## config.mk

```make
export PLATFORM = sky130hd
export DESIGN_NAME = signed_int_to_ascii_radix
export DESIGN_NICKNAME = d
export VERILOG_FILES = /design/src/rtl/core/sitoa_pkg.sv /design/src/rtl/core/signed_int_to_ascii_radix.sv /design/src/rtl/core/sitoa_front.sv /design/src/rtl/core/sitoa_queue.sv /design/src/rtl/core/sitoa_back.sv
export SDC_FILE = /design/constraint.sdc
export NUM_CORES = 1
export LEC_CHECK = 0
export BUFFER_PORTS_ARGS = -buffer_cell sky130_fd_sc_hd__buf_2
export CAP_MARGIN = 20
export CORE_UTILIZATION = 55
export CTS_CLUSTER_DIAMETER = 50
export CTS_CLUSTER_SIZE = 20
export DETAILED_ROUTE_END_ITERATION = 7
export PLACE_DENSITY = 0.75
export SYNTH_ARGS = -nofsm -noshare
export SYNTH_HDL_FRONTEND = slang
export SYNTH_HIERARCHICAL = 1
export SYNTH_SLANG_ARGS = --single-unit
```

## constraint.sdc

```tcl
create_clock -name clk -period 17 [get_ports clk]
set_input_delay 3.4 -clock clk [delete_from_list [all_inputs] [get_ports clk]]
set_output_delay 3.4 -clock clk [all_outputs]
set_load 0.1 [all_outputs]
```

## src/rtl/core/sitoa_pkg.sv

```systemverilog
// ----------------------------------------------------------------------------
// sitoa_pkg
// shared types, constants and helpers for the signed integer to ascii block
// ----------------------------------------------------------------------------
package sitoa_pkg;

	localparam int unsigned VALUE_BITS_DEF = 32;
	localparam int unsigned BASE_BITS      = 6;
	localparam int unsigned CHAR_BITS      = 7;
	// quotient bits resolved per division cycle
	localparam int unsigned STEP_BITS      = 8;

	localparam logic [BASE_BITS-1:0] RADIX_MIN = 6'd2;
	localparam logic [BASE_BITS-1:0] RADIX_MAX = 6'd36;

	localparam logic [CHAR_BITS-1:0] CHAR_ZERO  = 7'h30;
	localparam logic [CHAR_BITS-1:0] CHAR_SEVEN = 7'h37;
	localparam logic [CHAR_BITS-1:0] CHAR_MINUS = 7'h2D;
	localparam logic [CHAR_BITS-1:0] CHAR_NONE  = 7'h00;
	localparam logic [BASE_BITS-1:0] DIGIT_TEN  = 6'd10;

	// classification of one accepted transaction
	typedef struct packed {
		logic                 err;
		logic                 neg;
		logic [BASE_BITS-1:0] base;
	} sitoa_class_t;

	function automatic logic [CHAR_BITS-1:0] digit_to_ascii(input logic [BASE_BITS-1:0] d);
		logic [CHAR_BITS-1:0] dz;
		dz = {1'b0, d};
		if (d < DIGIT_TEN) begin
			return CHAR_ZERO + dz;
		end
		return CHAR_SEVEN + dz;
	endfunction

endpackage

```

## src/rtl/core/signed_int_to_ascii_radix.sv

```systemverilog
// ----------------------------------------------------------------------------
// signed_int_to_ascii_radix
// signed integer to ascii text in any base from 2 to 36
// ----------------------------------------------------------------------------
// Each input transaction carries a two's-complement value and a base; the
// block returns the text of the value one character per output transaction,
// most significant character first, with last set on the final character.
// A negative value starts with '-'. Digits above nine use 'A' to 'Z'. A base
// outside 2..36 gives a single transaction with text_char 0, last and error
// set. Digits are produced by repeated division of the magnitude by the
// base, eight quotient bits per cycle; the digits are stacked and then
// sent out at one character per cycle while the output is not stalled.
// A two-entry queue in front of the engine takes new numbers while the
// previous one is still being converted.
// ----------------------------------------------------------------------------
module signed_int_to_ascii_radix import sitoa_pkg::*; #(
	parameter int unsigned VALUE_BITS = VALUE_BITS_DEF
) (
	input  logic                  clk,
	input  logic                  arst_n,
	// number input
	input  logic                  in_valid,
	output logic                  in_stall,
	input  logic [VALUE_BITS-1:0] value,
	input  logic [BASE_BITS-1:0]  base,
	// character output
	output logic                  out_valid,
	input  logic                  out_stall,
	output logic [CHAR_BITS-1:0]  text_char,
	output logic                  last,
	output logic                  error
);

	localparam int unsigned JOB_BITS = $bits(sitoa_class_t) + VALUE_BITS;

	sitoa_class_t          front_cls;
	logic [VALUE_BITS-1:0] front_mag;
	logic                  job_valid;
	logic                  job_pop;
	logic [JOB_BITS-1:0]   job_data;
	sitoa_class_t          job_cls;
	logic [VALUE_BITS-1:0] job_mag;

	// front: range check, sign and magnitude of the incoming transaction
	sitoa_front #(
		.VALUE_BITS (VALUE_BITS)
	) u_front (
		.value (value),
		.base  (base),
		.cls   (front_cls),
		.mag   (front_mag)
	);

	// short queue so the front keeps accepting while the engine is busy
	sitoa_queue #(
		.DATA_BITS (JOB_BITS)
	) u_queue (
		.clk        (clk),
		.arst_n     (arst_n),
		.push_valid (in_valid),
		.push_stall (in_stall),
		.push_data  ({front_cls, front_mag}),
		.pop_valid  (job_valid),
		.pop        (job_pop),
		.pop_data   (job_data)
	);

	assign job_cls = job_data[JOB_BITS-1:VALUE_BITS];
	assign job_mag = job_data[VALUE_BITS-1:0];

	// back: division by the base, digit stack and registered character output
	sitoa_back #(
		.VALUE_BITS (VALUE_BITS)
	) u_back (
		.clk       (clk),
		.arst_n    (arst_n),
		.job_valid (job_valid),
		.job_pop   (job_pop),
		.job_cls   (job_cls),
		.job_mag   (job_mag),
		.out_valid (out_valid),
		.out_stall (out_stall),
		.text_char (text_char),
		.last      (last),
		.error     (error)
	);

endmodule

```

## src/rtl/core/sitoa_front.sv

```systemverilog
// ----------------------------------------------------------------------------
// sitoa_front
// classifies an incoming number: base range check, sign and magnitude
// ----------------------------------------------------------------------------
module sitoa_front import sitoa_pkg::*; #(
	parameter int unsigned VALUE_BITS = VALUE_BITS_DEF
) (
	input  logic [VALUE_BITS-1:0] value,
	input  logic [BASE_BITS-1:0]  base,
	output sitoa_class_t          cls,
	output logic [VALUE_BITS-1:0] mag
);

	logic neg;

	assign neg = value[VALUE_BITS-1];

	// two's complement negate; most negative value maps to 2^(n-1) unsigned
	assign mag = neg ? (~value + VALUE_BITS'(1)) : value;

	always_comb begin
		cls.err  = (base < RADIX_MIN) || (base > RADIX_MAX);
		cls.neg  = neg;
		cls.base = base;
	end

endmodule

```

## src/rtl/core/sitoa_queue.sv

```systemverilog
// ----------------------------------------------------------------------------
// sitoa_queue
// two-entry queue decoupling the classifier from the digit engine
// ----------------------------------------------------------------------------
module sitoa_queue import sitoa_pkg::*; #(
	parameter int unsigned DATA_BITS = 40
) (
	input  logic                 clk,
	input  logic                 arst_n,
	input  logic                 push_valid,
	output logic                 push_stall,
	input  logic [DATA_BITS-1:0] push_data,
	output logic                 pop_valid,
	input  logic                 pop,
	output logic [DATA_BITS-1:0] pop_data
);

	logic [DATA_BITS-1:0] entry_q [2];
	logic                 wr_ptr_q;
	logic                 rd_ptr_q;
	logic [1:0]           count_q;
	logic                 do_push;
	logic                 do_pop;

	assign push_stall = (count_q == 2'd2);
	assign pop_valid  = (count_q != 2'd0);
	assign pop_data   = entry_q[rd_ptr_q];
	assign do_push    = push_valid && !push_stall;
	assign do_pop     = pop && pop_valid;

	always_ff @(posedge clk or negedge arst_n) begin
		if (!arst_n) begin
			wr_ptr_q <= 1'b0;
			rd_ptr_q <= 1'b0;
			count_q  <= 2'd0;
		end else begin
			if (do_push) begin
				wr_ptr_q <= ~wr_ptr_q;
			end
			if (do_pop) begin
				rd_ptr_q <= ~rd_ptr_q;
			end
			case ({do_push, do_pop})
				2'b10:   count_q <= count_q + 2'd1;
				2'b01:   count_q <= count_q - 2'd1;
				default: count_q <= count_q;
			endcase
		end
	end

	always_ff @(posedge clk) begin
		if (do_push) begin
			entry_q[wr_ptr_q] <= push_data;
		end
	end

endmodule

```

## src/rtl/core/sitoa_back.sv

```systemverilog
// ----------------------------------------------------------------------------
// sitoa_back
// digit engine: repeated division by the base, digit stack, character output
// ----------------------------------------------------------------------------
module sitoa_back import sitoa_pkg::*; #(
	parameter int unsigned VALUE_BITS = VALUE_BITS_DEF
) (
	input  logic                  clk,
	input  logic                  arst_n,
	input  logic                  job_valid,
	output logic                  job_pop,
	input  sitoa_class_t          job_cls,
	input  logic [VALUE_BITS-1:0] job_mag,
	output logic                  out_valid,
	input  logic                  out_stall,
	output logic [CHAR_BITS-1:0]  text_char,
	output logic                  last,
	output logic                  error
);

	localparam int unsigned CHUNKS   = (VALUE_BITS + STEP_BITS - 1) / STEP_BITS;
	localparam int unsigned PAD_BITS = CHUNKS * STEP_BITS;
	localparam int unsigned CW       = (CHUNKS > 1) ? $clog2(CHUNKS) : 1;
	localparam int unsigned DW       = $clog2(VALUE_BITS + 1);

	typedef enum logic [2:0] {
		ST_IDLE,
		ST_DIV,
		ST_SIGN,
		ST_EMIT,
		ST_ERR
	} state_t;

	state_t                 state_q;
	logic [PAD_BITS-1:0]    div_q;
	logic [BASE_BITS-1:0]   rem_q;
	logic [BASE_BITS-1:0]   base_q;
	logic                   neg_q;
	logic [CW-1:0]          chunk_q;
	logic [DW-1:0]          depth_q;
	logic [BASE_BITS-1:0]   stk_q [VALUE_BITS];

	logic                   out_valid_q;
	logic [CHAR_BITS-1:0]   text_char_q;
	logic                   last_q;
	logic                   error_q;

	logic                   ofree;
	logic                   last_chunk;
	logic                   push;
	logic                   pop_stk;
	logic [STEP_BITS-1:0]   qbits;
	logic [BASE_BITS-1:0]   rem_next;
	logic [PAD_BITS-1:0]    div_next;

	assign ofree      = !out_valid_q || !out_stall;
	assign job_pop    = (state_q == ST_IDLE) && job_valid;
	assign last_chunk = (chunk_q == CW'(CHUNKS - 1));
	assign push       = (state_q == ST_DIV) && last_chunk;
	assign pop_stk    = (state_q == ST_EMIT) && ofree;

	assign out_valid = out_valid_q;
	assign text_char = text_char_q;
	assign last      = last_q;
	assign error     = error_q;

	// restoring division of one chunk, most significant bit first
	always_comb begin
		logic [BASE_BITS:0]   t;
		logic [BASE_BITS-1:0] r;
		r = rem_q;
		qbits = '0;
		for (int i = 0; i < STEP_BITS; i++) begin
			t = {r, div_q[PAD_BITS-1-i]};
			if (t >= {1'b0, base_q}) begin
				qbits[STEP_BITS-1-i] = 1'b1;
				r = BASE_BITS'(t - {1'b0, base_q});
			end else begin
				r = t[BASE_BITS-1:0];
			end
		end
		rem_next = r;
		div_next = (div_q << STEP_BITS) | PAD_BITS'(qbits);
	end

	always_ff @(posedge clk or negedge arst_n) begin
		if (!arst_n) begin
			state_q     <= ST_IDLE;
			div_q       <= '0;
			rem_q       <= '0;
			base_q      <= '0;
			neg_q       <= 1'b0;
			chunk_q     <= '0;
			depth_q     <= '0;
			out_valid_q <= 1'b0;
			text_char_q <= CHAR_NONE;
			last_q      <= 1'b0;
			error_q     <= 1'b0;
		end else begin
			if (out_valid_q && !out_stall) begin
				out_valid_q <= 1'b0;
			end
			unique case (state_q)
				ST_IDLE: begin
					if (job_valid) begin
						div_q   <= PAD_BITS'(job_mag);
						rem_q   <= '0;
						base_q  <= job_cls.base;
						neg_q   <= job_cls.neg;
						chunk_q <= '0;
						depth_q <= '0;
						state_q <= job_cls.err ? ST_ERR : ST_DIV;
					end
				end
				ST_DIV: begin
					div_q <= div_next;
					if (last_chunk) begin
						depth_q <= depth_q + DW'(1);
						rem_q   <= '0;
						chunk_q <= '0;
						if (div_next == '0) begin
							state_q <= neg_q ? ST_SIGN : ST_EMIT;
						end
					end else begin
						rem_q   <= rem_next;
						chunk_q <= chunk_q + CW'(1);
					end
				end
				ST_SIGN: begin
					if (ofree) begin
						out_valid_q <= 1'b1;
						text_char_q <= CHAR_MINUS;
						last_q      <= 1'b0;
						error_q     <= 1'b0;
						state_q     <= ST_EMIT;
					end
				end
				ST_EMIT: begin
					if (ofree) begin
						out_valid_q <= 1'b1;
						text_char_q <= digit_to_ascii(stk_q[0]);
						last_q      <= (depth_q == DW'(1));
						error_q     <= 1'b0;
						depth_q     <= depth_q - DW'(1);
						if (depth_q == DW'(1)) begin
							state_q <= ST_IDLE;
						end
					end
				end
				ST_ERR: begin
					if (ofree) begin
						out_valid_q <= 1'b1;
						text_char_q <= CHAR_NONE;
						last_q      <= 1'b1;
						error_q     <= 1'b1;
						state_q     <= ST_IDLE;
					end
				end
				default: state_q <= ST_IDLE;
			endcase
		end
	end

	// digit stack: pushed least significant digit first, popped from the top
	always_ff @(posedge clk) begin
		if (push) begin
			stk_q[0] <= rem_next;
			for (int i = 1; i < VALUE_BITS; i++) begin
				stk_q[i] <= stk_q[i-1];
			end
		end else if (pop_stk) begin
			for (int i = 0; i < VALUE_BITS - 1; i++) begin
				stk_q[i] <= stk_q[i+1];
			end
		end
	end

	a_err_is_last: assert property (@(posedge clk) disable iff (!arst_n)
		out_valid_q && error_q |-> last_q && (text_char_q == CHAR_NONE))
		else $error("error character not marked last");

	a_emit_has_digits: assert property (@(posedge clk) disable iff (!arst_n)
		(state_q == ST_EMIT) || (state_q == ST_SIGN) |-> depth_q != '0)
		else $error("emitting with an empty digit stack");

	a_depth_bound: assert property (@(posedge clk) disable iff (!arst_n)
		depth_q <= DW'(VALUE_BITS))
		else $error("digit stack overflow");

	a_rem_below_base: assert property (@(posedge clk) disable iff (!arst_n)
		(state_q == ST_DIV) |-> rem_q < base_q)
		else $error("partial remainder not below the base");

	a_last_ends_job: assert property (@(posedge clk) disable iff (!arst_n)
		(state_q == ST_EMIT) && ofree && (depth_q == DW'(1)) |=> (state_q == ST_IDLE))
		else $error("final character did not end the transaction");

endmodule

```

== Word level (Yosys, flattened, before mapping) ==
Memory sizes are Yosys's and may differ from the RTL's.
Cells that the tools add are included.
W data, S select, Z words.

* Add/sub/neg operators: 16
* Order comparisons: 11
* Eq/ne operators: 17
* Mux-type cells: 94
* Bitwise operators: 35
* Reductions and logical operators: 27

{| class="wikitable"
|+ Operator list
! operator !! count
|-
| $mux W6 || 43
|-
| $mux W32 || 2
|-
| $pmux W32 S2 || 1
|-
| $ge A7 B6 Y1 || 8
|-
| $sub A6 B6 Y6 || 8
|-
| $mux W7 || 5
|-
| $add A32 B1 Y32 const B || 1
|-
| $logic_not A32 Y1 || 1
|-
| $not A32 Y32 || 1
|-
| $or A32 B8 Y32 || 1
|-
| $or A1 B1 Y1 || 31
|-
| $mux W1 || 25
|-
| $mux W3 || 8
|-
| $pmux W7 S3 || 1
|-
| $pmux W6 S3 || 1
|-
| $pmux W3 S5 || 1
|-
| $add A6 B6 Y7 const A || 2
|-
| $ne A2 B1 Y1 const B || 6
|-
| $pmux W6 S2 || 1
|-
| $pmux W2 S2 || 2
|-
| $reduce_and A4 Y1 || 2
|-
| $reduce_bool A2 Y1 || 4
|-
| $reduce_and A7 Y1 || 1
|-
| $add A6 B1 Y6 const B || 1
|-
| other kinds (26) || 43
|}

* Flip-flop bits (word level): 70
* RAM bits: 272
* Memories: 2

{| class="wikitable"
|+ Memory list
! memory !! depth !! bits a word !! rd ports !! clocked after memory_dff !! wr ports !! RTL line !! source
|-
| u_back.stk_q || 32 || 6 || 32 || 0 || 32 || sitoa_back.sv:41 || <nowiki>logic [BASE_BITS-1:0] stk_q [VALUE_BITS];</nowiki>
|-
| u_queue.entry_q || 2 || 40 || 1 || 0 || 1 || sitoa_queue.sv:18 || <nowiki>logic [DATA_BITS-1:0] entry_q [2];</nowiki>
|}

== Logic depth before layout (Yosys ltp) ==
* Depth in word-level cells: 21
* Mapped depth: 85

== Hierarchy ==
Netlist, hierarchy kept.

{| class="wikitable"
|+ By module, submodules not included
! module !! instances !! cells each !! area an instance (um^2) !! seq. area each (um^2)
|-
| sitoa_back || 1 || 1,308 || 13,784.5 || 7,417.1
|-
| sitoa_queue || 1 || 143 || 3,113.0 || 2,502.4
|-
| sitoa_front || 1 || 107 || 857.1 || 0.0
|}

== Least setup slack after synthesis ==
OpenSTA, ideal clock, no wires.

* Path type: reg2reg
* From: register u_back.base_q[1]
* To: register u_back.state_q[1]
* Setup time: 87 ps
* Arrival time: 15,768 ps
* Required time: 16,913 ps
* Setup slack: 1,145 ps
* Stages on the path, launching flop included: 81
* Cell sequence: dfrtp_1 > inv_1 > ha_1 > a21o_1 > a31oi_1 > o31a_1 > buf_6 > mux2_2 > ha_1 > and3_1 > a221oi_1 > o211ai_2 > buf_4 > o21a_1 > ha_1 > nor2b_1 > o211ai_1 > nand4b_1 > (+45 left out) > a211oi_1 > a21boi_1 > o21ai_2 > mux2_2 > inv_1 > ha_1 > nor2b_1 > o21ai_0 > nand2b_1 > a21o_1 > a21oi_1 > o21ai_0 > a21oi_1 > nand4_1 > or4_1 > a2111oi_0 > nand2_1 > o211ai_1

* Cells in the longest elaborated chain, start to end: 20

{| class="wikitable"
|+ RTL lines
! element !! RTL line !! source
|-
| start, declared || sitoa_back.sv:37 || <nowiki>logic [BASE_BITS-1:0] base_q;</nowiki>
|-
| start signal, assigned || sitoa_back.sv:108 || <nowiki>base_q <= job_cls.base;</nowiki>
|-
| $sub A6 B6 Y6 or $ge A7 B6 Y1 (tied branches) || sitoa_back.sv:77, sitoa_back.sv:75 ||
|-
| $mux W6 || sitoa_back.sv:75 || <nowiki>if (t >= {1'b0, base_q}) begin</nowiki>
|-
| $sub A6 B6 Y6 or $ge A7 B6 Y1 (tied branches) || sitoa_back.sv:77, sitoa_back.sv:75 ||
|-
| $mux W6 || sitoa_back.sv:75 ||
|-
| $sub A6 B6 Y6 or $ge A7 B6 Y1 (tied branches) || sitoa_back.sv:77, sitoa_back.sv:75 ||
|-
| $mux W6 || sitoa_back.sv:75 ||
|-
| $sub A6 B6 Y6 or $ge A7 B6 Y1 (tied branches) || sitoa_back.sv:77, sitoa_back.sv:75 ||
|-
| $mux W6 || sitoa_back.sv:75 ||
|-
| (+4 left out) || -- ||
|-
| $sub A6 B6 Y6 or $ge A7 B6 Y1 (tied branches) || sitoa_back.sv:77, sitoa_back.sv:75 ||
|-
| $mux W6 || sitoa_back.sv:75 ||
|-
| $ge A7 B6 Y1 || sitoa_back.sv:75 ||
|-
| $mux W1 || sitoa_back.sv:75 ||
|-
| $or A32 B8 Y32 (*) || sitoa_back.sv:83 || <nowiki>div_next = (div_q << STEP_BITS) | PAD_BITS'(qbits);</nowiki>
|-
| $logic_not A32 Y1 (*) || sitoa_back.sv:121 || <nowiki>if (div_next == '0) begin</nowiki>
|-
| $ne A2 B2 Y1 (no line) (*) || -- ||
|-
| $reduce_and A7 Y1 (no line) (*) || -- ||
|-
| end signal, assigned || sitoa_back.sv:112 || <nowiki>state_q <= job_cls.err ? ST_ERR : ST_DIV;</nowiki>
|-
| end signal, assigned || sitoa_back.sv:122 || <nowiki>state_q <= neg_q ? ST_SIGN : ST_EMIT;</nowiki>
|-
| end, declared || sitoa_back.sv:34 || <nowiki>state_t state_q;</nowiki>
|}

Mark *: on every way between the ends. The rest lies on a longest branch, timed or not.
A chain may end at the register's enable or synchronous reset.

==> out/summary.log <==
[outcome] status finished, final reports clean
[synthesis] synth top area cells sky130_fd_sc_hd__edfxtp_1, sky130_fd_sc_hd__dfrtp_1, sky130_fd_sc_hd__mux2_2
[synthesis] commonest register cell after synthesis sky130_fd_sc_hd__edfxtp_1
[worst_setup_path] Worst Reg2Reg Path Length in Cells 77
[synthesis] share of the synthesized area in the top cell type 46.0%
[timing] headroom to the max-slew limit 26.2%
[clock_network] level count of the clock H-tree 2
[timing] maximum achievable frequency 0.0621 GHz
[synthesis] top-count cell post-synth sky130_fd_sc_hd__nand2_1
[synthesis] number of nets produced by synthesis 1,664
[placed_design] routability cong. 0.962
[drt] count of routing violations after the opening detailed-route iteration 1,105
[final_layout] ratio of cells with drive above 1 in the final layout 20.6%
[placed_design] placed cell count 1,965
[final_layout] core occupancy in the finished layout 62.7%
[timing] final-report max-slew violation count 0
[worst_setup_path] RR Startpoint u_back/div_q[31]$_DFFE_PN0P_
[synthesis] Yosys cell types 84
[global_routing] gr usage total 22.4%
[global_routing] pin count of the biggest net entering global routing 193
[clock_network] Skew-Pair Late Insertion Delay 0.53 ns
[floorplan] number of rows created at floorplan 65
[drt] routed via count 11.8k
[timing] transition at the pin with the smallest max-transition slack 1.10 ns
[worst_setup_path] Crit path largest cell delay 0.42 ns
[clock_network] number of CTS-inserted buffers 34
[global_routing] total gr overflow 0
[synthesis] number of cells produced by synthesis 1,558
[timing] Min Clock Period, post-route 16.10 ns
[final_layout] Cell Count, Final, Fillers Out 2,036
[global_routing] via count of the first global-routing pass 11.6k
[drt] average wire per cell in the routed design 18.0 um
[floorplan] height of the die 182 um
[floorplan] Die Width 182 um
[worst_setup_path] critical path start-end classification reg2reg
[synthesis] flip-flop and latch count after synthesis 342
[hold_path] worst min-delay path class reg2reg
[synthesis] Avg Synthesized Cell Area 11.4 sq um
[clock_network] number of buffers on the longest clock path 3
[timing] setup skew after layout 0.0304 ns
[hold_path] beginning of the worst hold path u_back/stk_q[7][15]$_DFFE_PP_
[timing] portion of the clock cycle consumed by the worst path in the final layout 94.7%
[final_layout] Antenna Diode Count 0
[worst_setup_path] signal arrival time at the worst endpoint 16.38 ns
[worst_setup_path] slack of the worst reg-to-reg path 0.90 ns
[drt] # DRC 0
[worst_setup_path] terminus of the critical flop-to-flop path u_back/stk_q[0][1]$_DFFE_PP_
[worst_setup_path] crit start category flip-flop
[final_layout] Post-layout nets 1,714
[drt] number of iterations in the first detailed-routing pass 5
[drt] antenna-violating nets left 0
[worst_setup_path] most used cell, CP sky130_fd_sc_hd__ha_1
[floorplan] overall die area 33,000 sq um
[timing] sum of negative setup slack 0 ns
[hold_path] terminating pin of the worst hold path u_back/stk_q[7][21]$_DFFE_PP_
[timing] Final Setup Violations 0
[worst_setup_path] worst path required time 17.28 ns
[flow_run] number of max-cap violations 0
[synthesis] Async S/R FF share, synth 20.5%
[hold_path] instance count along the most critical hold path 0
[drt] detail-routed via count per cell 5.81
[final_layout] fillcell total 2,405
[placed_design] total half-perimeter wirelength after legalization and detailed placement 24.3 mm
[synthesis] number of warning messages in the yosys log 6
[placed_design] Buffers on Ports 52
[clock_network] clock-pin slew on the worst setup and hold paths 0.07 ns
[synthesis] Commonest cells post-synth sky130_fd_sc_hd__nand2_1, sky130_fd_sc_hd__edfxtp_1, sky130_fd_sc_hd__mux2_2
[global_routing] number of antenna violations at the first check in global routing 0
[drt] total detailed-routing wirelength 36.7 mm
[clock_network] clock root cell sky130_fd_sc_hd__clkbuf_16
[worst_setup_path] cell with the largest stage delay on the worst path sky130_fd_sc_hd__mux2_2
[synthesis] number of synthesized flops with an enable pin 272
[final_layout] Layout area overhead 11.7%
[clock_network] TritonCTS clock tree built
[synthesis] library cell occupying the most area in the post-synthesis netlist sky130_fd_sc_hd__edfxtp_1
[floorplan] number of top-level pins 53
[global_routing] first-pass GRT wire length 59.5 mm
[clock_network] Clock Sink Count 342
[synthesis] cell area after technology mapping 17,800 sq um
[worst_setup_path] largest fanout of any net on the critical path 8
[synthesis] sequential cell area fraction in the yosys report 55.9%
[worst_setup_path] critical path capture point type flip-flop
[floorplan] area inside the core boundary 31,600 sq um
[clock_network] hold_buf cts 0
[floorplan] effective utilization at floorplan 56.1%
[timing] final count of hold timing violations 0
## cells by family (layout without fill, tap and decap cells)
group           count (synthesis)  count (layout)  synth area share, %
buf+inv                       127             203                 3.18
flops                         342             342                 55.9
mux                           156             156                 9.89
fa+ha+maj                      64              64                 4.85
compound gates                238             238                 9.11
xor+xnor                       66              66                 3.26
simple gates                  565             565                 13.8
## what timing repair did
action,in CTS,in global routing
setup endpoints to repair,9,15
pin swaps,1,4
setup buffers,4,3
cloned,0,0
gates resized for setup,1,25
## placed cells by master, fill, tap and decap left out, types with 14 or more instances in the layout
cell type	Yosys	routed
sky130_fd_sc_hd__dfrtp_1	70	70
sky130_fd_sc_hd__clkbuf_16	0	35
sky130_fd_sc_hd__xor2_1	14	14
sky130_fd_sc_hd__nand2_1	383	381
sky130_fd_sc_hd__ha_1	56	55
sky130_fd_sc_hd__buf_2	1	52
sky130_fd_sc_hd__mux2i_1	18	15
sky130_fd_sc_hd__nor2_1	80	76
sky130_fd_sc_hd__mux2_2	132	132
sky130_fd_sc_hd__inv_1	56	56
sky130_fd_sc_hd__a21oi_1	42	42
sky130_fd_sc_hd__buf_4	9	29
sky130_fd_sc_hd__xnor2_1	52	52
sky130_fd_sc_hd__edfxtp_1	272	272
sky130_fd_sc_hd__o21ai_0	62	59
sky130_fd_sc_hd__o22ai_1	28	28
## worst max-delay path by stage
| stage | cells after the start | from | end | slack (ns) |
|---|---|---|---|---|
| after floorplan | 80 | u_back/base_q[1]$_DFFE_PN0P_ | u_back/state_q[1]$_DFFE_PN0P_ | 1.15 |
| after global placement | 73 | u_back/rem_q[1]$_DFFE_PN0P_ | u_back/state_q[0]$_DFFE_PN0P_ | 0.46 |
| after detailed placement | 75 | u_back/rem_q[4]$_DFFE_PN0P_ | u_back/state_q[0]$_DFFE_PN0P_ | -0.14 |
| after CTS | 78 | u_back/div_q[31]$_DFFE_PN0P_ | u_back/state_q[0]$_DFFE_PN0P_ | 0.07 |
| after global routing | 79 | u_back/rem_q[1]$_DFFE_PN0P_ | u_back/state_q[0]$_DFFE_PN0P_ | -0.15 |
| final | 77 | u_back/div_q[31]$_DFFE_PN0P_ | u_back/stk_q[0][1]$_DFFE_PP_ | 0.90 |
## stage by stage
stage | worst slack, ns | hold WS [ns] | area (sq um)
4_1_cts | 0.0739 | 0.445 | 19700
5_1_grt | -0.146 | 0.455 | 19800
3_3_place_gp | 0.463 | 0.426 | 18400
3_5_place_dp | -0.144 | 0.435 | 18400
6_report | 0.896 | 0.439 | 19800
2_1_floorplan | 1.15 | 0.422 | 17800
## critical path: cells and delay by family (launching register included)
kind / cells / cell delay, ns
and+or+nand+nor: 13 / 1.86
muxes: 7 / 2.30
adders and majority gates: 9 / 2.44
DFF: 1 / 0.38
buffers and inverters: 7 / 0.50
AOI/OAI and AO/OA: 41 / 8.33
## flip-flops by register name (all words and copies together), names as in the netlist
name	cells
u_back/div_q	32
u_queue/wr_ptr_q	1
u_back/chunk_q	2
u_back/neg_q	1
u_back/rem_q	6
u_queue/rd_ptr_q	1
u_queue/count_q	2
u_queue/entry_q	80
u_back/error	1
u_back/base_q	6
u_back/stk_q	192
u_back/depth_q	6
u_back/text_char	7
u_back/state_q	3
u_back/last	1
u_back/out_valid	1
## cell type report
type                       instances  area (sq um)  area share [%]
multi-input combinational       1089          7420            37.4
clock buffer                      37           883            4.46
timing repair buffer              85           566            2.85
inverter                          56           210            1.06
tap                              402           503            2.54
sequential                       342          9920            50.0
clock inverter                    25           328            1.65
## layer usage
layer	part of all wire, %	track usage (%)	vias to the layer above
met1	46	32.3	5728
li1	-	-	5692
met3	6.3	3.95	64
met4	2.6	7.15	0
met2	45	34.6	349
met5	0	0	-
Power is not shown: default switching activity piles up to over one toggle a cycle in this logic, so the estimate is an artifact.
